[src/hw/rtl/ltpc_pkg.sv]
// Package for the texture page cache: shared constants, codes and types.
// Used by every module under hw/rtl. No dependencies.
`timescale 1ns / 1ps
package ltpc_pkg;

	localparam int SLOTS_SIDE     = 32;
	localparam int SLOT_W         = $clog2(SLOTS_SIDE);
	localparam int NSLOTS         = SLOTS_SIDE * SLOTS_SIDE;
	localparam int NSLOT_W        = $clog2(NSLOTS);
	localparam int MAX_LEVELS     = 7;
	localparam int LEVEL_W        = 3;
	localparam int BASE_SIDE_LOG2 = 6;
	localparam int MAP_DEPTH      = 5461;
	localparam int IDX_W          = $clog2(MAP_DEPTH);
	localparam int OFF_W          = IDX_W + 1;
	localparam int ENTRY_W        = NSLOT_W + 1;
	localparam int COUNT_W        = 11;
	localparam int CFG_W          = 3;

	// map entry codes; resident entries hold slot plus two
	localparam logic [ENTRY_W-1:0] MAP_ABSENT  = ENTRY_W'(0);
	localparam logic [ENTRY_W-1:0] MAP_PENDING = ENTRY_W'(1);

	// configuration register indexes
	localparam logic [1:0] CFG_NUM_LEVELS = 2'd0;
	localparam logic [1:0] CFG_X_LOG2     = 2'd1;
	localparam logic [1:0] CFG_Y_LOG2     = 2'd2;

	// input function codes
	localparam logic [1:0] FUNC_REQUEST = 2'd0;
	localparam logic [1:0] FUNC_SUBMIT  = 2'd1;
	localparam logic [1:0] FUNC_FLUSH   = 2'd2;

	typedef enum logic [1:0] {
		OP_REQ,
		OP_SUB,
		OP_FLUSH,
		OP_BAD
	} op_t;

	typedef enum logic [3:0] {
		ST_RANGE,
		ST_HIT,
		ST_PENDING,
		ST_FETCH,
		ST_DROPPED,
		ST_PLACED,
		ST_ALREADY,
		ST_NOTREQ,
		ST_FLUSHED
	} status_t;

	typedef enum logic [2:0] {
		B_CLEAR,
		B_IDLE,
		B_DECIDE,
		B_EVICT,
		B_MOVE1,
		B_MOVE2,
		B_OUT
	} bstate_t;

	// classified item handed from front to back
	typedef struct packed {
		op_t                op;
		logic [IDX_W-1:0]   idx;
		logic [LEVEL_W-1:0] level;
		logic               accepted;
	} item_t;

	// configuration registers
	typedef struct packed {
		logic [CFG_W-1:0] num_levels;
		logic [CFG_W-1:0] x_log2;
		logic [CFG_W-1:0] y_log2;
	} cfg_t;

endpackage

[src/hw/rtl/ltpc_queue.sv]
// Two-entry queue of classified items between front and back.
// Depends on ltpc_pkg.
`timescale 1ns / 1ps
module ltpc_queue (
	input  logic            clk,
	input  logic            arst_n,
	input  logic            push,
	input  ltpc_pkg::item_t push_item,
	output logic            full,
	input  logic            pop,
	output logic            not_empty,
	output ltpc_pkg::item_t head_item
);

	ltpc_pkg::item_t ent_q [2];
	logic            wr_q, rd_q;
	logic [1:0]      cnt_q;

	assign full      = cnt_q == 2'd2;
	assign not_empty = cnt_q != 2'd0;
	assign head_item = ent_q[rd_q];

	// storage
	always_ff @(posedge clk) begin
		if (push) ent_q[wr_q] <= push_item;
	end

	// pointers and fill count
	always_ff @(posedge clk or negedge arst_n) begin
		if (!arst_n) begin
			wr_q  <= 1'b0;
			rd_q  <= 1'b0;
			cnt_q <= 2'd0;
		end else begin
			if (push) wr_q <= ~wr_q;
			if (pop)  rd_q <= ~rd_q;
			cnt_q <= cnt_q + 2'(push) - 2'(pop);
		end
	end

endmodule

[config.mk]
export PLATFORM = sky130hd
export DESIGN_NAME = ltpc_queue
export DESIGN_NICKNAME = d
export VERILOG_FILES = /design/src/hw/rtl/ltpc_pkg.sv /design/src/hw/rtl/ltpc_queue.sv
export SDC_FILE = /design/constraint.sdc
export NUM_CORES = 1
export LEC_CHECK = 0
export ABC_AREA = 1
export BUFFER_PORTS_ARGS = -buffer_cell sky130_fd_sc_hd__buf_2
export CORE_UTILIZATION = 46
export DETAILED_ROUTE_END_ITERATION = 6
export HOLD_SLACK_MARGIN = 0.05
export PLACE_DENSITY = 0.71
export SLEW_MARGIN = 20
export SYNTH_ARGS = -nofsm -noshare
export SYNTH_HDL_FRONTEND = slang
export SYNTH_SLANG_ARGS = --single-unit
[constraint.sdc]
create_clock -name clk -period 2.22 [get_ports clk]
set_clock_uncertainty 0.1 [all_clocks]
set_input_delay 0.444 -clock clk [delete_from_list [all_inputs] [get_ports clk]]
set_output_delay 0.444 -clock clk [all_outputs]
set_load 0.05 [all_outputs]
* Word level (Yosys, flattened, before mapping) *
Memories as Yosys holds them, arrays and structs flattened.
Cells that the tools add are included.

storage, ports and cells
  RAM bits = 38
  memories kept = 1
  flip-flop bits (word level) = 4

operators by class
  add/subtract/negate cells = 2
  bitwise logic cells = 2
  eq/ne operators = 1
  multiplexer cells = 2
  reductions and logical operators = 1

memory list
  name   words  bits a word  rd ports  clocked after Yosys merged registers in  wr ports  RTL line          RTL
  ent_q  2      19           1         0                                        1         ltpc_queue.sv:15  ltpc_pkg::item_t ent_q [2];

operator list
  operator                                     number
  2-bit by 1-bit adder with 2-bit output       1
  2-bit equality test, second input constant   1
  1-bit 2-to-1 mux                             2
  1-bit NOT                                    2
  2-bit nonzero test                           1
  2-bit by 1-bit subtractor with 2-bit output  1

* Logic depth before layout (Yosys ltp) *
  depth in word-level cells = 2
  depth in mapped cells = 7

* Worst setup path after synthesis *
OpenSTA, ideal clock, no wires.

  path type = register to output
  start point = reg rd_q
  end point = out head_item[17] in the netlist's numbering
  required time = 1.676 ns
  arrival time = 1.655 ns
  path buffers = 1
  cell stages (with the launch flop) = 3
  setup slack = 0.021 ns
  path through = dfrtp_1 buf_2 o21ai_0

RTL lines
  element                 RTL line          RTL
  start, declared         ltpc_queue.sv:16  logic wr_q, rd_q;
  start signal, assigned  ltpc_queue.sv:36  if (pop) rd_q <= ~rd_q;
  end, declared           ltpc_queue.sv:12  output ltpc_pkg::item_t head_item

==> impl_metrics.csv <==
group,metric,value,unit
outcome,outcome,"complete, no violations",
logic_synthesis,yosysSeqAreaShare,73.5,%
clocking,clock_path_buffers,2,
routing,drc_errors,0,
sta,worst_pin_slew,0.298,ns
layout,drive_gt1_share,42.0,%
sta,whs,0.203,ns
sta,finalCritPeriodShare,93.0,%
placed_design,post_dp_cell_area,1960,um2
placed_design,portBuffers,43,
logic_synthesis,avgSynthCellArea,13.6,um2
logic_synthesis,yosys-top-cells-area,"edfxtp_1 (68%), dfrtp_1 (5.9%), inv_1 (5.8%), o21ai_2 (5.2%), nand2_2 (3.7%)",
setup_path,crit_fanout,21,
routing,ant_nets,0,
grt,antenna_found_initial,0,
clocking,post_cts_buffers,0,
layout,mostFrequentLayoutCell,"buf_2",
routing,dr.pass1.iters,2,
flow_run,cap_violations,0,
clocking,clk_latency,0.32,ns
routing,post_drt_wl_per_cell,11.3,um
worst_hold_path,min_from,"push_item[15]",
clocking,cts_buffers,5,
layout,stdcell_count,220,
setup_path,cp-start-kind,"flop",
grt,grtUsageTotal,14.8,%
logic_synthesis,ys_types,15,
setup_path,slowest_stage,"dfrtp_2",
routing,drtIter0Drc,44,
logic_synthesis,syn_inst,124,
floorplanning,die_h,62.6,um
setup_path,cpPeakStageDelay,0.56,ns
setup_path,required,1.68,ns
setup_path,r2r_end,"ent_q[0][16]$_DFFE_PP_",
clocking,cts-root-buf,"clkbuf_4",
placed_design,dp.cells,212,
setup_path,path_class,"reg -> out",
layout,stdcell_area,2020,um2
sta,max_freq,484,MHz
routing,vias,970,
setup_path,rr_startpoint,"wr_q$_DFFE_PN0P_",
sta,fin_setup_tns,0,ns
floorplanning,rows,21,
setup_path,crit_family,"flip-flops",
logic_synthesis,ys_warn_count,0,
placed_design,place_congestion,0.683,
placed_design,dp_hpwl,1760,um
setup_path,reg2reg_slack,0.98,ns
routing,viasPerCell,4.41,
sta,slew_viol_final,0,
power,p_total,2.91,mW
floorplanning,core_region_area,3420,um2
routing,routed_wl,2480,um
setup_path,worstPathArrival,1.52,ns
floorplanning,ios,44,
worst_hold_path,hold_end,"ent_q[1][15]$_DFFE_PP_",
sta,min_period,2.06,ns
logic_synthesis,synth-seq-cells,42,
sta,slew_headroom,80.1,%
layout,final_cell_mix,"buf_2 (43), edfxtp_1 (38), inv_1 (26)",
floorplanning,start_util,49.4,%
clocking,path_clk_slew,0.11,ns
clocking,htree_levels,2,
setup_path,rr_worst_depth,2,
floorplanning,die_area,3920,um2
power,vdd_drop_max,0.764,mV
power,powerDensity,1440,nW/um2
sta,grt_setup_unrepaired,"false",
clocking,cts_num_sinks,42,
setup_path,worstPathCellList,"buf_12, nand2_2, o21ai_2, buf_2",
worst_hold_path,holdCritPathClass,"in -> reg",
layout,nets,199,
grt,grt_pass1_vias,993,
sta,hold_violations,0,
worst_hold_path,min_path_cells,1,
logic_synthesis,syn-num-nets,149,
logic_synthesis,synth_top_cell_by_area,"edfxtp_1",
floorplanning,die-width,62.6,um
grt,grt-ovfl-total,0,
setup_path,endpoint_kind,"output port",
clocking,cts_tree,"yes",
layout,n_antenna_cell,0,
power,cellLeakagePower,0.895,nW
logic_synthesis,synth_top_area_share,67.6,%
layout,area_growth,19.4,%
setup_path,crit_buf_inv,2,
sta,finalSetupViolCount,0,
logic_synthesis,netlist_area,1690,um2
grt,grt_max_degree,22,
grt,grt_pass1_wl,4310,um
-- timing repair --
| item | 4_1_cts | 5_1_grt |
|---|---|---|
| resized for setup | 1 | 0 |
| endpoints found under the hold margin | 4 | 0 |
| endpoints found under the setup margin | 10 | 0 |
| hold buffers | 1 | 0 |
-- layout make-up --
class                   instances  area, um2
multi-input cells              52        313
clock buffers                   7       45.0
fillers                       292       1400
well taps                      46       57.6
inverters                      26       97.6
flip-flops and latches         42       1240
repair buffers                 47        260
-- power breakdown --
part	internal [mW]	total, mW	switching, mW	leakage, nW
Combinational	0.339	1.43	1.09	0.467
Sequential	1.06	1.16	0.0967	0.403
Clock	0.120	0.324	0.204	0.0254
Total	1.52	2.91	1.39	0.895
-- registers in the layout, indices dropped and copies added (netlist names) --
signal  count
ent_q      38
cnt_q       2
rd_q        1
wr_q        1
-- per-layer routing --
| metal | global-route usage, % | up-vias | part of all wire (%) |
|---|---|---|---|
| met5 | 0 | - | 0 |
| met4 | 6.10 | 0 | 1.1 |
| met3 | 4.56 | 4 | 6.6 |
| met2 | 24.9 | 34 | 50 |
| met1 | 17.5 | 430 | 42 |
| li1 | - | 502 | - |
-- metrics by stage --
step	worst slack, ns	utilization, %
2_1_floorplan	0.0210	-
3_3_place_gp	0.384	57.4
3_5_place_dp	0.346	57.4
4_1_cts	0.139	59.0
5_1_grt	0.0511	59.0
6_report	0.155	59.0
-- synthesized netlist by cell type (all sizes together) --
master / number
nor2: 2
o21ai: 19
inv: 26
clkbuf: 1
nand3: 1
nand2: 26
edfxtp: 38
buf: 3
ha: 2
xor2: 2
dfrtp: 4
-- cell families (layout without fill, tap and decap cells) --
group	count (synthesis)	count (layout)	synth area share, %
flip-flops	42	42	73.5
AO/OA/AOI/OAI	19	19	7.86
AND/OR/NAND/NOR	29	29	8.01
buffers and inverters	30	80	8.08
adder cells (fa/ha/maj)	2	2	1.48
XOR/XNOR	2	2	1.04
-- how the worst max path moves through the flow --
| stage | from | end | slack, ns | cells after the start |
|---|---|---|---|---|
| after floorplan | rd_q$_DFFE_PN0P_ | head_item[17] | 0.02 | 2 |
| after global placement | rd_q$_DFFE_PN0P_ | head_item[7] | 0.38 | 4 |
| after detailed placement | rd_q$_DFFE_PN0P_ | head_item[7] | 0.35 | 4 |
| after CTS | rd_q$_DFFE_PN0P_ | head_item[7] | 0.14 | 4 |
| after global routing | rd_q$_DFFE_PN0P_ | head_item[12] | 0.05 | 4 |
| final | rd_q$_DFFE_PN0P_ | head_item[7] | 0.16 | 4 |
Note: power is estimated with default switching activity, not from simulation.
