[src/hw/rtl/ltpc_pkg.sv]
// Package for the texture page cache: shared constants, codes and types.
// Used by every module under hw/rtl. No dependencies.
`timescale 1ns / 1ps
package ltpc_pkg;

	localparam int SLOTS_SIDE     = 32;
	localparam int SLOT_W         = $clog2(SLOTS_SIDE);
	localparam int NSLOTS         = SLOTS_SIDE * SLOTS_SIDE;
	localparam int NSLOT_W        = $clog2(NSLOTS);
	localparam int MAX_LEVELS     = 7;
	localparam int LEVEL_W        = 3;
	localparam int BASE_SIDE_LOG2 = 6;
	localparam int MAP_DEPTH      = 5461;
	localparam int IDX_W          = $clog2(MAP_DEPTH);
	localparam int OFF_W          = IDX_W + 1;
	localparam int ENTRY_W        = NSLOT_W + 1;
	localparam int COUNT_W        = 11;
	localparam int CFG_W          = 3;

	// map entry codes; resident entries hold slot plus two
	localparam logic [ENTRY_W-1:0] MAP_ABSENT  = ENTRY_W'(0);
	localparam logic [ENTRY_W-1:0] MAP_PENDING = ENTRY_W'(1);

	// configuration register indexes
	localparam logic [1:0] CFG_NUM_LEVELS = 2'd0;
	localparam logic [1:0] CFG_X_LOG2     = 2'd1;
	localparam logic [1:0] CFG_Y_LOG2     = 2'd2;

	// input function codes
	localparam logic [1:0] FUNC_REQUEST = 2'd0;
	localparam logic [1:0] FUNC_SUBMIT  = 2'd1;
	localparam logic [1:0] FUNC_FLUSH   = 2'd2;

	typedef enum logic [1:0] {
		OP_REQ,
		OP_SUB,
		OP_FLUSH,
		OP_BAD
	} op_t;

	typedef enum logic [3:0] {
		ST_RANGE,
		ST_HIT,
		ST_PENDING,
		ST_FETCH,
		ST_DROPPED,
		ST_PLACED,
		ST_ALREADY,
		ST_NOTREQ,
		ST_FLUSHED
	} status_t;

	typedef enum logic [2:0] {
		B_CLEAR,
		B_IDLE,
		B_DECIDE,
		B_EVICT,
		B_MOVE1,
		B_MOVE2,
		B_OUT
	} bstate_t;

	// classified item handed from front to back
	typedef struct packed {
		op_t                op;
		logic [IDX_W-1:0]   idx;
		logic [LEVEL_W-1:0] level;
		logic               accepted;
	} item_t;

	// configuration registers
	typedef struct packed {
		logic [CFG_W-1:0] num_levels;
		logic [CFG_W-1:0] x_log2;
		logic [CFG_W-1:0] y_log2;
	} cfg_t;

endpackage

[src/hw/rtl/ltpc_front.sv]
// Front part: configuration registers, range check and page table index.
// Depends on ltpc_pkg.
`timescale 1ns / 1ps
module ltpc_front (
	input  logic                        clk,
	input  logic                        arst_n,
	input  logic                        cfg_valid,
	output logic                        cfg_ready,
	input  logic [1:0]                  cfg_index,
	input  logic [ltpc_pkg::CFG_W-1:0]  cfg_data,
	input  logic [1:0]                  func,
	input  logic [2:0]                  mip_level,
	input  logic [5:0]                  page_x,
	input  logic [5:0]                  page_y,
	input  logic                        fetch_accepted,
	output ltpc_pkg::item_t             item
);

	ltpc_pkg::cfg_t cfg_q;

	// saturated side exponent of a level
	function automatic logic [2:0] side_exp(input logic [2:0] lg, input logic [2:0] lvl);
		logic [2:0] l;
		l = (lg > 3'(ltpc_pkg::BASE_SIDE_LOG2)) ? 3'(ltpc_pkg::BASE_SIDE_LOG2) : lg;
		return (l > lvl) ? (l - lvl) : 3'd0;
	endfunction

	assign cfg_ready = 1'b1;

	// configuration writes
	always_ff @(posedge clk or negedge arst_n) begin
		if (!arst_n) begin
			cfg_q.num_levels <= 3'd7;
			cfg_q.x_log2     <= 3'd6;
			cfg_q.y_log2     <= 3'd6;
		end else if (cfg_valid) begin
			case (cfg_index)
				ltpc_pkg::CFG_NUM_LEVELS: cfg_q.num_levels <= cfg_data;
				ltpc_pkg::CFG_X_LOG2:     cfg_q.x_log2     <= cfg_data;
				ltpc_pkg::CFG_Y_LOG2:     cfg_q.y_log2     <= cfg_data;
				default: ;
			endcase
		end
	end

	// level offset, bounds and table index
	logic [ltpc_pkg::OFF_W-1:0] off;
	logic [2:0]                 ex, ey, levels;
	logic                       in_range;

	always_comb begin
		off = '0;
		for (int l = 0; l < ltpc_pkg::MAX_LEVELS; l++) begin
			if (3'(l) < mip_level)
				off = off + (ltpc_pkg::OFF_W'(1) << (4'(side_exp(cfg_q.x_log2, 3'(l)))
					+ 4'(side_exp(cfg_q.y_log2, 3'(l)))));
		end
		ex = side_exp(cfg_q.x_log2, mip_level);
		ey = side_exp(cfg_q.y_log2, mip_level);
		off = off + (ltpc_pkg::OFF_W'(page_y) << ex) + ltpc_pkg::OFF_W'(page_x);
		levels = (cfg_q.num_levels > 3'(ltpc_pkg::MAX_LEVELS)) ?
			3'(ltpc_pkg::MAX_LEVELS) : cfg_q.num_levels;
		in_range = (mip_level < levels) && (7'(page_x) < (7'd1 << ex))
			&& (7'(page_y) < (7'd1 << ey)) && (off < ltpc_pkg::OFF_W'(ltpc_pkg::MAP_DEPTH));
	end

	// classification
	always_comb begin
		item.idx      = off[ltpc_pkg::IDX_W-1:0];
		item.level    = mip_level;
		item.accepted = fetch_accepted;
		case (func)
			ltpc_pkg::FUNC_FLUSH:   item.op = ltpc_pkg::OP_FLUSH;
			ltpc_pkg::FUNC_REQUEST: item.op = in_range ? ltpc_pkg::OP_REQ : ltpc_pkg::OP_BAD;
			ltpc_pkg::FUNC_SUBMIT:  item.op = in_range ? ltpc_pkg::OP_SUB : ltpc_pkg::OP_BAD;
			default:                item.op = ltpc_pkg::OP_BAD;
		endcase
	end

endmodule

[config.mk]
export PLATFORM = sky130hd
export DESIGN_NAME = ltpc_front
export DESIGN_NICKNAME = d
export VERILOG_FILES = /design/src/hw/rtl/ltpc_pkg.sv /design/src/hw/rtl/ltpc_front.sv
export SDC_FILE = /design/constraint.sdc
export NUM_CORES = 1
export LEC_CHECK = 0
export BUFFER_PORTS_ARGS = -buffer_cell sky130_fd_sc_hd__buf_2
export CAP_MARGIN = 20
export CORE_AREA = 2 2 143 145
export CTS_CLUSTER_DIAMETER = 50
export CTS_CLUSTER_SIZE = 8
export DETAILED_ROUTE_END_ITERATION = 7
export DIE_AREA = 0 0 145 147
export GPL_ROUTABILITY_DRIVEN = 0
export PLACE_DENSITY = 0.67
export SLEW_MARGIN = 20
export SYNTH_ARGS = -nofsm -noshare
export SYNTH_HDL_FRONTEND = slang
export SYNTH_SLANG_ARGS = --single-unit
[constraint.sdc]
create_clock -name clk -period 15.9 [get_ports clk]
set_clock_uncertainty 0.15 [all_clocks]
set_input_delay 1.59 -clock clk [delete_from_list [all_inputs] [get_ports clk]]
set_output_delay 1.59 -clock clk [all_outputs]
set_load 0.02 [all_outputs]
After elaboration in Yosys (flattened, before gate mapping) --
Cells that the tools add are included.
Operators by class: add/sub/neg operators 29, shift-type cells 10, bitwise gates (word level) 0, reduce and logical (&&, ||, !) cells 8, $lt $le $gt $ge 30, div/mod/pow operators 0, equal/unequal tests 4, muxes and demuxes 29, $mul 0
Operators by type and width (count):
- adder 14 bit | 7
- two-way mux 14 bit | 7
- << shifter 1 x 4 -> 14 bit, first input constant | 7
- two-way mux 3 bit | 19
- adder 3 x 3 -> 4 bit | 7
- greater-than comparator 3 bit, second input constant | 9
- subtractor 3 bit, second input constant | 6
- adder 14 x 6 -> 14 bit | 1
- < comparator 14 x 13 -> 1 bit, second input constant | 1
- < comparator 6 x 7 -> 1 bit | 2
- << shifter 1 x 3 -> 7 bit, first input constant | 2
- << shifter 6 x 3 -> 14 bit | 1
- greater-than comparator 3 x 1 -> 1 bit, second input constant | 4
- greater-than comparator 3 x 2 -> 1 bit, second input constant | 4
- subtractor 3 x 2 -> 3 bit, second input constant | 4
- < comparator 3 bit, first input constant | 3
- greater-than comparator 3 bit | 2
- < comparator 1 x 3 -> 1 bit, first input constant | 2
- < comparator 2 x 3 -> 1 bit, first input constant | 2
- one-hot mux 2 bit (3 select lines) | 1
- AND reduction 2 bit | 3
- subtractor 3 x 1 -> 3 bit, second input constant | 2
- subtractor 3 bit | 2
- equality test 2 x 1 -> 1 bit, second input constant | 2
- 5 further kinds | 10
Storage, ports and cells: word-level logic and storage cells 113, register bits after elaboration 9, RAM bits 0, bits in latches 0, output and inout port bits 20, input port bits 26, memories 0, bits in read-only memories 0

Logic depth before layout (Yosys ltp) --
Gate-level depths: netlist (run 1).
depth after elaboration 25, gate-level depth with buffers 67, mapped depth without buffers 66

Worst setup path before layout (run 1) --
OpenSTA, ideal clock, no wires.
path type reg-to-output, from register cfg_q[4] (netlist bit), to output port item[17] (netlist bit), data required time 14160 ps, arrival time 12378 ps, stages on the path, launching flop included 66, path buffers 1, path slack 1782 ps, cells stage by stage dfstp_2 > ha_1 > or2_2 > ha_1 > nor2b_1 > inv_1 > fa_1 > clkbuf_1 > nor2b_1 > nand2_1 > nor2_1 > ha_1 > inv_1 > fa_1 > mux2i_1 > inv_1 > fa_1 > nor2b_1 > (+30 left out) > a21oi_1 > a31oi_1 > xor2_1 > mux2_2 > o21ai_0 > a21oi_1 > ha_1 > ha_1 > o21ai_0 > a41oi_1 > nor2_1 > xnor2_1 > xnor2_1 > xnor2_1 > xnor2_1 > xnor2_1 > a2111oi_0 > a311oi_1
RTL lines:
- start: declaration | RTL line ltpc_front.sv:19 | ltpc_pkg::cfg_t cfg_q;
- end: declaration | RTL line ltpc_front.sv:16 | output ltpc_pkg::item_t item

==> results of run 1 <==
-- repair_timing --
| action | in CTS | in global routing |
|---|---|---|
| setup endpoints to repair | 0 | 2 |
| resized for setup | 0 | 27 |
| setup buffers | 0 | 8 |
-- cells in the final DEF, fill, tap and decap left out, types with 33 or more instances in the layout --
cell / count
sky130_fd_sc_hd__a21oi_1: 80
sky130_fd_sc_hd__buf_2: 42
sky130_fd_sc_hd__ha_1: 144
sky130_fd_sc_hd__inv_1: 102
sky130_fd_sc_hd__nand2_1: 123
sky130_fd_sc_hd__nor2_1: 153
sky130_fd_sc_hd__nor3_1: 48
sky130_fd_sc_hd__o21ai_0: 64
sky130_fd_sc_hd__xnor2_1: 43
sky130_fd_sc_hd__xor2_1: 33
-- layer usage --
metal | part of all wire | wire length [µm] | up-vias | track usage
met5 | 0 | 0 | - | 0
met4 | 0.036 | 897 | 0 | 0.0762
met3 | 0.052 | 1290 | 49 | 0.0174
met2 | 0.46 | 11400 | 271 | 0.393
met1 | 0.45 | 11300 | 4142 | 0.301
li1 | - | - | 4547 | -
-- final cells by class --
| type | instances | share of cell area |
|---|---|---|
| flip-flops and latches | 9 | 0.0247 |
| multi-input cells | 1115 | 0.857 |
| inverters | 103 | 0.0408 |
| clock buffers | 4 | 0.00832 |
| repair buffers | 57 | 0.0341 |
| well taps | 270 | 0.0356 |
-- stage by stage --
| step | setup TNS (ns) | instance area [µm²] |
|---|---|---|
| after global routing | -0.0647 | 9480 |
| after CTS | 0 | 9300 |
| after detailed placement | 0 | 9220 |
| after floorplan | 0 | 8790 |
| after global placement | 0 | 9220 |
| final | 0 | 9480 |
-- critical path: cells and delay by family (launching register included) --
kind,cells,cell delay (ns)
XOR/XNOR,10,1.71
AND/OR/NAND/NOR,16,2.80
AO/OA/AOI/OAI,19,2.99
multiplexers,2,0.48
adder cells (fa/ha/maj),12,4.23
flip-flops,1,0.41
buffers and inverters,5,0.49
-- cell families (layout without fill, tap and decap cells) --
group	after synthesis	in the layout	share of synthesized area
AOI/OAI and AO/OA	318	318	0.241
xor gates and xnor gates	80	80	0.0797
adders and majority gates	169	169	0.259
buffers and inverters	138	164	0.0634
DFF	9	9	0.0266
muxes	46	46	0.0558
other	2	3	0.000855
and+or+nand+nor	499	499	0.273
-- how the worst max path moves through the flow --
stage	from	end	slack (ns)	depth (start not counted)
floorplan	cfg_q[4]	item[17]	1.78	65
global placement	cfg_q[4]	item[18]	0.63	65
detailed placement	cfg_q[4]	item[18]	0.46	65
CTS	cfg_q[4]	item[18]	0.16	65
global route	cfg_q[4]	item[18]	-0.03	64
finish	cfg_q[4]	item[18]	0.81	64
==> results.json, run 1 <==
{
  "overflow": 0,
  "layout-drive-gt1-share": 0.109,
  "holdPathEnd": "cfg_q[7]",
  "final_period_minus_worst_setup_slack_ns": 15.09,
  "htreeDepth": 1,
  "insertedDiodeCount": 0,
  "grt_max_degree": 33,
  "worst_skew_pair.late_latency_ns": 0.23,
  "synth_area_leader_cell": "sky130_fd_sc_hd__ha_1",
  "critical_path_peak_fanout": 9,
  "yosys_register_bits": 9,
  "ff2ff_path_depth": 1,
  "floorplan.initialDensity": 0.443,
  "place.detailed.hpwl_um": 21000,
  "area_growth_pct": 7.84,
  "layout.nets": 1483,
  "dpl_worst_slack_ns": 0.458,
  "number_of_flip_flops_in_the_largest_register": 9,
  "post-route-period-util": 0.949,
  "fp-row-count": 52,
  "outcome": "finished clean",
  "syn-instance-count": 1261,
  "post-synth-top-count-cell": "sky130_fd_sc_hd__nor2_1",
  "layout_setup_ws_ns": 0.807,
  "largest-register": "cfg_q",
  "synth_warnings": 0,
  "drt_pre_antenna_iters": 6,
  "reg2reg_slack_ns": 14.89,
  "placed_cells_incl_taps": 1546,
  "drt-total-wl_um": 24900,
  "dieWidth_um": 145,
  "cts_tree": "done",
  "ys_top_cells_by_count": "sky130_fd_sc_hd__nor2_1, sky130_fd_sc_hd__ha_1, sky130_fd_sc_hd__nand2_1",
  "drc": 0,
  "grt_first_pass_wirelength_um": 40800,
  "final_antenna_net_count": 0,
  "avgRoutedWirePerCell_um": 16.0,
  "synth_area_leaders": "sky130_fd_sc_hd__ha_1, sky130_fd_sc_hd__nor2_1, sky130_fd_sc_hd__nand2_1",
  "num-fill-cells": 2038,
  "setup_violations": 0,
  "first_global_vias": 8483,
  "slowest_stage": "sky130_fd_sc_hd__fa_2",
  "synth_seq_area_share": 0.0266,
  "worst_ep_required_time_ns": 14.16,
  "tritoncts.num_buffers": 3,
  "dr_total_vias": 9009,
  "timing.max_cap.violations": 0,
  "netlist_area_um2": 8790,
  "final_util": 0.478,
  "timing.hold.worst_path_depth": 2,
  "crit-reg2reg-capture": "cfg_q[4]",
  "critical_path_class": "register to output pin",
  "asyncSetResetFlopFracSynth": 1.00,
  "max_slew.worst_pin.slew_ns": 0.935,
  "post_synth.cell_area_avg_um2": 6.97,
  "synthDistinctLibCells": 83,
  "achievable-frequency_ghz": 0.0663,
  "cp_data_arrival_time_ns": 13.35,
  "clkTransAtPathRegs_ns": 0.04,
  "clock_tree.buffer_depth": 2,
  "biggestRegsByFlops": "cfg_q x9",
  "max_stage_delay_ns": 0.57,
  "critical_path.most_common_cell": "sky130_fd_sc_hd__ha_1",
  "synth-edff-count": 0,
  "critical_path.endpoint_type": "output pin",
  "crit_path_start_kind": "register",
  "multi_input_comb_area_um2": 8120,
  "portBuffers": 42,
  "detailedRoute.firstIterationViolations": 594,
  "antenna_violations_before_repair": 0,
  "hold_path_class": "register to register",
  "chipHeight_um": 147,
  "pin_count": 46,
  "relSlewSlack": 0.372,
  "clockRootBuffer": "sky130_fd_sc_hd__clkbuf_16",
  "postCtsHoldBufs": 0,
  "grt_usage": 0.228,
  "clock_sink_count": 9,
  "final-seq-area_um2": 234,
  "hold_viol": 0,
  "drv_slew": 0,
  "reg2reg_from": "cfg_q[4]",
  "synth_top_area_frac": 0.208,
  "avgViaCountPerCell": 5.78,
  "timing.hold.worst.start": "cfg_q[7]",
  "floorplan.core_area_um2": 19800,
  "die_ar_um2": 21300,
  "post_route_insts_no_fill": 1558,
  "postSynth.topFlopCell": "sky130_fd_sc_hd__dfstp_2",
  "fin_worst_hold_slack_ns": 0.359
}
Power of run 1 is not shown: default switching activity piles up to over one toggle a cycle in this logic, so the estimate is an artifact.
==> inputs of run 2 (changes only) <==
ABC_AREA = 1   (was unset)
CORE_AREA = 2 2 141 143   (was 2 2 143 145)
DIE_AREA = 0 0 143 145   (was 0 0 145 147)
==> run 2 against run 1 <==
Routed wire length down 9.1%. Register-to-register slack about the same. Maximum frequency up 3.0%. Hold slack worse by 0.013 ns. Utilization down 0.66 points. Critical path depth up 2. Synthesized area down 3.1%. Flip-flop and latch count unchanged. Final area down 4.6%. Via count down 1.3%. Die area down 2.7%. Critical path type unchanged.
==> results.json, run 2 <==
{
  "insertedDiodeCount": 0,
  "grt_first_pass_wirelength_um": 38000,
  "worst_ep_required_time_ns": 14.16,
  "number_of_flip_flops_in_the_largest_register": 9,
  "fp-row-count": 51,
  "postSynth.topFlopCell": "sky130_fd_sc_hd__dfstp_2",
  "placed_cells_incl_taps": 1741,
  "antenna_violations_before_repair": 0,
  "dr_total_vias": 8895,
  "last_element_of_the_critical_path": "item[17]",
  "setup_total_negative_slack_ns": 0,
  "asyncSetResetFlopFracSynth": 1.00,
  "synth_area_leaders": "sky130_fd_sc_hd__ha_1, sky130_fd_sc_hd__nand2_1, sky130_fd_sc_hd__inv_1",
  "layout.nets": 1675,
  "crit-reg2reg-capture": "cfg_q[1]",
  "timing.max_cap.violations": 0,
  "leakagePower_uw": 0.00495,
  "floorplan.core_area_um2": 19200,
  "slowest_stage": "sky130_fd_sc_hd__o31ai_1",
  "drc": 0,
  "htreeDepth": 1,
  "hold_path_class": "register to register",
  "mostFrequentLayoutCell": "sky130_fd_sc_hd__nand2_1",
  "final_util": 0.471,
  "synth-edff-count": 0,
  "clock_tree.buffer_depth": 2,
  "drv_slew": 0,
  "clkTransAtPathRegs_ns": 0.04,
  "place.detailed.hpwl_um": 19900,
  "synth_warnings": 0,
  "layout-drive-gt1-share": 0.0845,
  "floorplan.initialDensity": 0.443,
  "largest-register": "cfg_q",
  "crit_path_start_kind": "register",
  "outcome": "finished clean",
  "pin_count": 46,
  "critical_path_peak_fanout": 8,
  "drt_pre_antenna_iters": 6,
  "first_global_vias": 8175,
  "max_slew.worst_pin.slew_ns": 0.881,
  "synth_top_area_frac": 0.215,
  "hold_viol": 0,
  "portBuffers": 42,
  "dieWidth_um": 143,
  "reg2reg_from": "cfg_q[1]",
  "cts.repair_timing.setup_buffer_count": 0,
  "relSlewSlack": 0.411,
  "clockRootBuffer": "sky130_fd_sc_hd__clkbuf_16",
  "reg2reg_slack_ns": 14.88,
  "post_route_insts_no_fill": 1745,
  "ys_top_cells_by_count": "sky130_fd_sc_hd__nand2_1, sky130_fd_sc_hd__inv_1, sky130_fd_sc_hd__nor2_1",
  "die_ar_um2": 20700,
  "chipHeight_um": 145,
  "final_period_minus_worst_setup_slack_ns": 14.65,
  "avgViaCountPerCell": 5.10,
  "setup_violations": 0,
  "netlist_area_um2": 8520,
  "fin_total_pwr_uw": 1510,
  "yosys_register_bits": 9,
  "detailedRoute.firstIterationViolations": 580,
  "avgRoutedWirePerCell_um": 13.0,
  "synth_seq_area_share": 0.0275,
  "critical_path.endpoint_type": "output pin",
  "final_antenna_net_count": 0,
  "overflow": 0,
  "ff2ff_path_depth": 2,
  "post_synth.cell_area_avg_um2": 5.87,
  "critical_path.most_common_cell": "sky130_fd_sc_hd__ha_1",
  "synthDistinctLibCells": 52,
  "post-synth-top-count-cell": "sky130_fd_sc_hd__nand2_1",
  "worst_skew_pair.late_latency_ns": 0.23,
  "area_growth_pct": 6.23,
  "max_stage_delay_ns": 0.55,
  "tritoncts.num_buffers": 3,
  "clock_sink_count": 9,
  "drt-total-wl_um": 22700,
  "post-route-period-util": 0.921,
  "cts_tree": "done",
  "unrepaired_setup_endpoints_after_global_routing": "no",
  "synth_area_leader_cell": "sky130_fd_sc_hd__ha_1",
  "grt_usage": 0.218,
  "fin_worst_hold_slack_ns": 0.346,
  "cellPowerDensity_nw_per_um2": 167,
  "syn-instance-count": 1450,
  "achievable-frequency_ghz": 0.0683,
  "layout_common_cells": "sky130_fd_sc_hd__nand2_1, sky130_fd_sc_hd__inv_1, sky130_fd_sc_hd__nor2_1, sky130_fd_sc_hd__ha_1, sky130_fd_sc_hd__nand3_1",
  "peakVddDrop_mv": 0.145,
  "critical_path_class": "register to output pin",
  "crit_startpoint": "cfg_q[1]",
  "grt_max_degree": 26,
  "biggestRegsByFlops": "cfg_q x9",
  "cp_data_arrival_time_ns": 12.91
}
run 2: cell types whose count changed in the layout (fill, tap and decap cells not counted), moves of 21 or more:
cell,delta
sky130_fd_sc_hd__nand2_1,+170
sky130_fd_sc_hd__inv_1,+145
sky130_fd_sc_hd__nand3_1,+67
sky130_fd_sc_hd__nor2_1,+57
sky130_fd_sc_hd__nand2b_1,-27
sky130_fd_sc_hd__xnor2_1,-26
sky130_fd_sc_hd__mux2_2,-24
sky130_fd_sc_hd__a21o_1,-23
sky130_fd_sc_hd__nor2b_1,-23
sky130_fd_sc_hd__mux2i_1,-21
run 2: how the worst min path moves through the flow:
stage,start,to,slack [ns],cells past startpoint
after floorplan,cfg_q[6],cfg_q[6],0.32,2
after global placement,cfg_q[8],cfg_q[8],0.33,2
after detailed placement,cfg_q[8],cfg_q[8],0.34,2
after CTS,cfg_q[8],cfg_q[8],0.35,2
after global routing,cfg_q[8],cfg_q[8],0.37,2
final,cfg_q[8],cfg_q[8],0.35,2
run 2: critical path: cells and delay by family, from the launching register on:
| family | cells | cell delay, ns |
|---|---|---|
| flops | 1 | 0.41 |
| compound gates | 16 | 3.97 |
| fa+ha+maj | 12 | 3.91 |
| simple gates | 23 | 2.32 |
| xor+xnor | 5 | 1.00 |
| buf+inv | 10 | 1.08 |
run 2: per-layer routing:
metal | vias up | GRT usage | part of all wire
li1 | 4747 | - | -
met1 | 3942 | 0.305 | 0.48
met2 | 172 | 0.369 | 0.47
met3 | 34 | 0.00693 | 0.031
met4 | 0 | 0.0530 | 0.022
met5 | - | 0 | 0
run 2: where the power goes:
group | total [µW] | internal (µW) | switching, µW
registers | 34.5 | 29.0 | 5.52
clock network | 44.1 | 33.5 | 10.6
logic | 1430 | 506 | 923
run 2: repair_timing:
action	CTS	global route
gates resized for setup	0	1
endpoints found under the setup margin	0	2
hold buffers	0	0
run 2: through the flow:
step	area (µm²)	worst slack (ns)
2_1_floorplan	8520	3.48
3_3_place_gp	8960	1.53
3_5_place_dp	8960	1.38
4_1_cts	9040	1.12
5_1_grt	9050	0.0316
6_report	9050	1.25
run 2: kinds of logic (layout without fill, tap and decap cells):
logic type,Yosys count,in the layout,synth area share
AOI/OAI and AO/OA,239,239,0.159
xor gates and xnor gates,51,51,0.0533
adders and majority gates,168,168,0.266
buffers and inverters,274,303,0.126
DFF,9,9,0.0275
other,2,3,0.000882
and+or+nand+nor,707,707,0.367
run 2: layout make-up:
class                      instances  area [µm²]
multi-input combinational       1168        7220
inverter                         254         953
clock buffer                       4        78.8
timing repair buffer              45         233
sequential                         9         234
tap                              265         332
fill                            2046       10200
Power figures use the tool's default switching activity.
==> inputs of run 3 (changes only) <==
CELL_PAD_IN_SITES_DETAIL_PLACEMENT = 1   (was unset)
CELL_PAD_IN_SITES_GLOBAL_PLACEMENT = 1   (was unset)
PLACE_DENSITY = 0.94   (was 0.67)
clock period = 15.47 ns   (was 15.9 ns; I/O delays follow)
==> run 3 against run 2 <==
Total power up 13%. Clock power up 2%. Sequential power up 3%. Non-clock buffer count increased by 1.
==> results.json, run 3 (same netlist as run 2, synthesis figures left out) <==
{
  "layout_common_cells": "sky130_fd_sc_hd__nand2_1, sky130_fd_sc_hd__inv_1, sky130_fd_sc_hd__nor2_1, sky130_fd_sc_hd__ha_1, sky130_fd_sc_hd__nand3_1",
  "insertedDiodeCount": 0,
  "postCtsHoldBufs": 0,
  "cellPowerDensity_nw_per_um2": 186,
  "biggestRegsByFlops": "cfg_q x9",
  "critical_path.most_common_cell": "sky130_fd_sc_hd__nand2_1",
  "critical_path_peak_fanout": 8,
  "layout-drive-gt1-share": 0.0959,
  "drt_pre_antenna_iters": 5,
  "layout.nets": 1676,
  "pin_count": 46,
  "final_antenna_net_count": 0,
  "slowest_stage": "sky130_fd_sc_hd__dfstp_2",
  "grt_usage": 0.282,
  "mostFrequentLayoutCell": "sky130_fd_sc_hd__nand2_1",
  "detailed_place.area_um2": 8960,
  "fp-row-count": 51,
  "dieWidth_um": 143,
  "outcome": "finished clean",
  "dr_total_vias": 9756,
  "max_stage_delay_ns": 0.62,
  "largest-register": "cfg_q",
  "detailedRoute.firstIterationViolations": 477,
  "post_route_insts_no_fill": 1746,
  "worst_skew_pair.late_latency_ns": 0.23,
  "number_of_flip_flops_in_the_largest_register": 9,
  "clock_tree.buffer_depth": 2,
  "chipHeight_um": 145,
  "antenna_violations_before_repair": 0,
  "hold_viol": 0,
  "fin_area_um2": 9140,
  "avgViaCountPerCell": 5.59,
  "post-route-period-util": 0.943,
  "portBuffers": 42,
  "floorplan.initialDensity": 0.443,
  "htreeDepth": 1,
  "clockRootBuffer": "sky130_fd_sc_hd__clkbuf_16",
  "drt-total-wl_um": 29700,
  "drc": 0,
  "final_period_minus_worst_setup_slack_ns": 14.59,
  "critical_path.endpoint_type": "output pin",
  "worst_ep_required_time_ns": 13.77,
  "tritoncts.num_buffers": 3,
  "crit_path_start_kind": "register",
  "clock_sink_count": 9,
  "grt_first_pass_wirelength_um": 48700,
  "overflow": 0,
  "timing.max_cap.violations": 0,
  "layout_setup_ws_ns": 0.880,
  "max_slew.worst_pin.slew_ns": 0.968,
  "leakagePower_uw": 0.00498,
  "cts_tree": "done",
  "avgRoutedWirePerCell_um": 17.0,
  "dpl_worst_slack_ns": 0.643,
  "grt_max_degree": 26,
  "first_global_vias": 10400,
  "relSlewSlack": 0.352,
  "area_growth_pct": 7.35,
  "clkTransAtPathRegs_ns": 0.04,
  "setup_violations": 0,
  "die_ar_um2": 20700,
  "peakVddDrop_mv": 0.120,
  "critical_path_class": "register to output pin",
  "achievable-frequency_ghz": 0.0685,
  "hold_path_class": "register to register",
  "place.detailed.hpwl_um": 25500,
  "num-fill-cells": 2752,
  "floorplan.core_area_um2": 19200,
  "drv_slew": 0,
  "cp_data_arrival_time_ns": 12.89,
  "placed_cells_incl_taps": 1741
}
run 3: changes by cell type in the layout (fill, tap and decap cells not counted), moves of 2 or more:
| cell | change |
|---|---|
| sky130_fd_sc_hd__o21ai_0 | -3 |
| sky130_fd_sc_hd__o31ai_1 | -5 |
| sky130_fd_sc_hd__nor2_1 | -3 |
| sky130_fd_sc_hd__o31ai_2 | +4 |
| sky130_fd_sc_hd__o21ai_2 | +3 |
| sky130_fd_sc_hd__nor2_4 | +2 |
run 3: worst max-delay path, delay by kind of cell, from the launching register on:
family                   cells  cell delay (ns)
buffers and inverters        9             0.92
flip-flops                   1             0.62
AND/OR/NAND/NOR             20             1.91
AO/OA/AOI/OAI               16             3.44
XOR/XNOR                     8             1.74
adder cells (fa/ha/maj)     11             4.02
run 3: repair_timing:
item / 4_1_cts / 5_1_grt
gates resized for setup: 0 / 23
setup endpoints to repair: 0 / 2
endpoints found under the hold margin: 0 / 0
setup buffers: 0 / 1
run 3: path summary, 6_finish.rpt:
check	slack, ns	startpoint	cells past startpoint	endpoint
worst max-delay path	0.88	cfg_q[1]	64	item[17]
max in group asynchronous	13.92	arst_n	1	cfg_q[7]
min in group asynchronous	1.00	arst_n	1	cfg_q[0]
worst min-delay path	0.36	cfg_q[6]	2	cfg_q[6]
worst max register to register	14.41	cfg_q[4]	2	cfg_q[4]
worst min register to register	0.36	cfg_q[6]	2	cfg_q[6]
run 3: where the power goes:
| part | switching [µW] | total [µW] | internal, µW |
|---|---|---|---|
| clock | 10.8 | 45.2 | 34.4 |
| sequential | 5.81 | 35.6 | 29.8 |
| combinational | 1070 | 1620 | 544 |
run 3: routing by layer:
metal  global-route usage  share of wire  wire (µm)
met5                    0              0          0
met4                0.114          0.047       1400
met3               0.0178          0.033        990
met2                0.523           0.51      15100
met1                0.331           0.41      12200
run 3: layout make-up:
cell class,instances,area [µm²],share of cell area
Multi-Input combinational cell,1168,7300,0.799
Inverter,254,953,0.104
Sequential cell,9,234,0.0256
Tap cell,265,332,0.0363
Clock buffer,4,78.8,0.00862
Timing Repair Buffer,46,240,0.0263
run 3: through the flow:
stage	TNS, ns	power (µW)	hold WS [ns]	util
finish	0	1700	0.357	0.476
floorplan	0	1170	0.317	-
detailed placement	0	1580	0.348	0.467
CTS	0	1640	0.360	0.471
global placement	0	1470	0.330	0.467
global route	-0.0821	1880	0.397	0.476
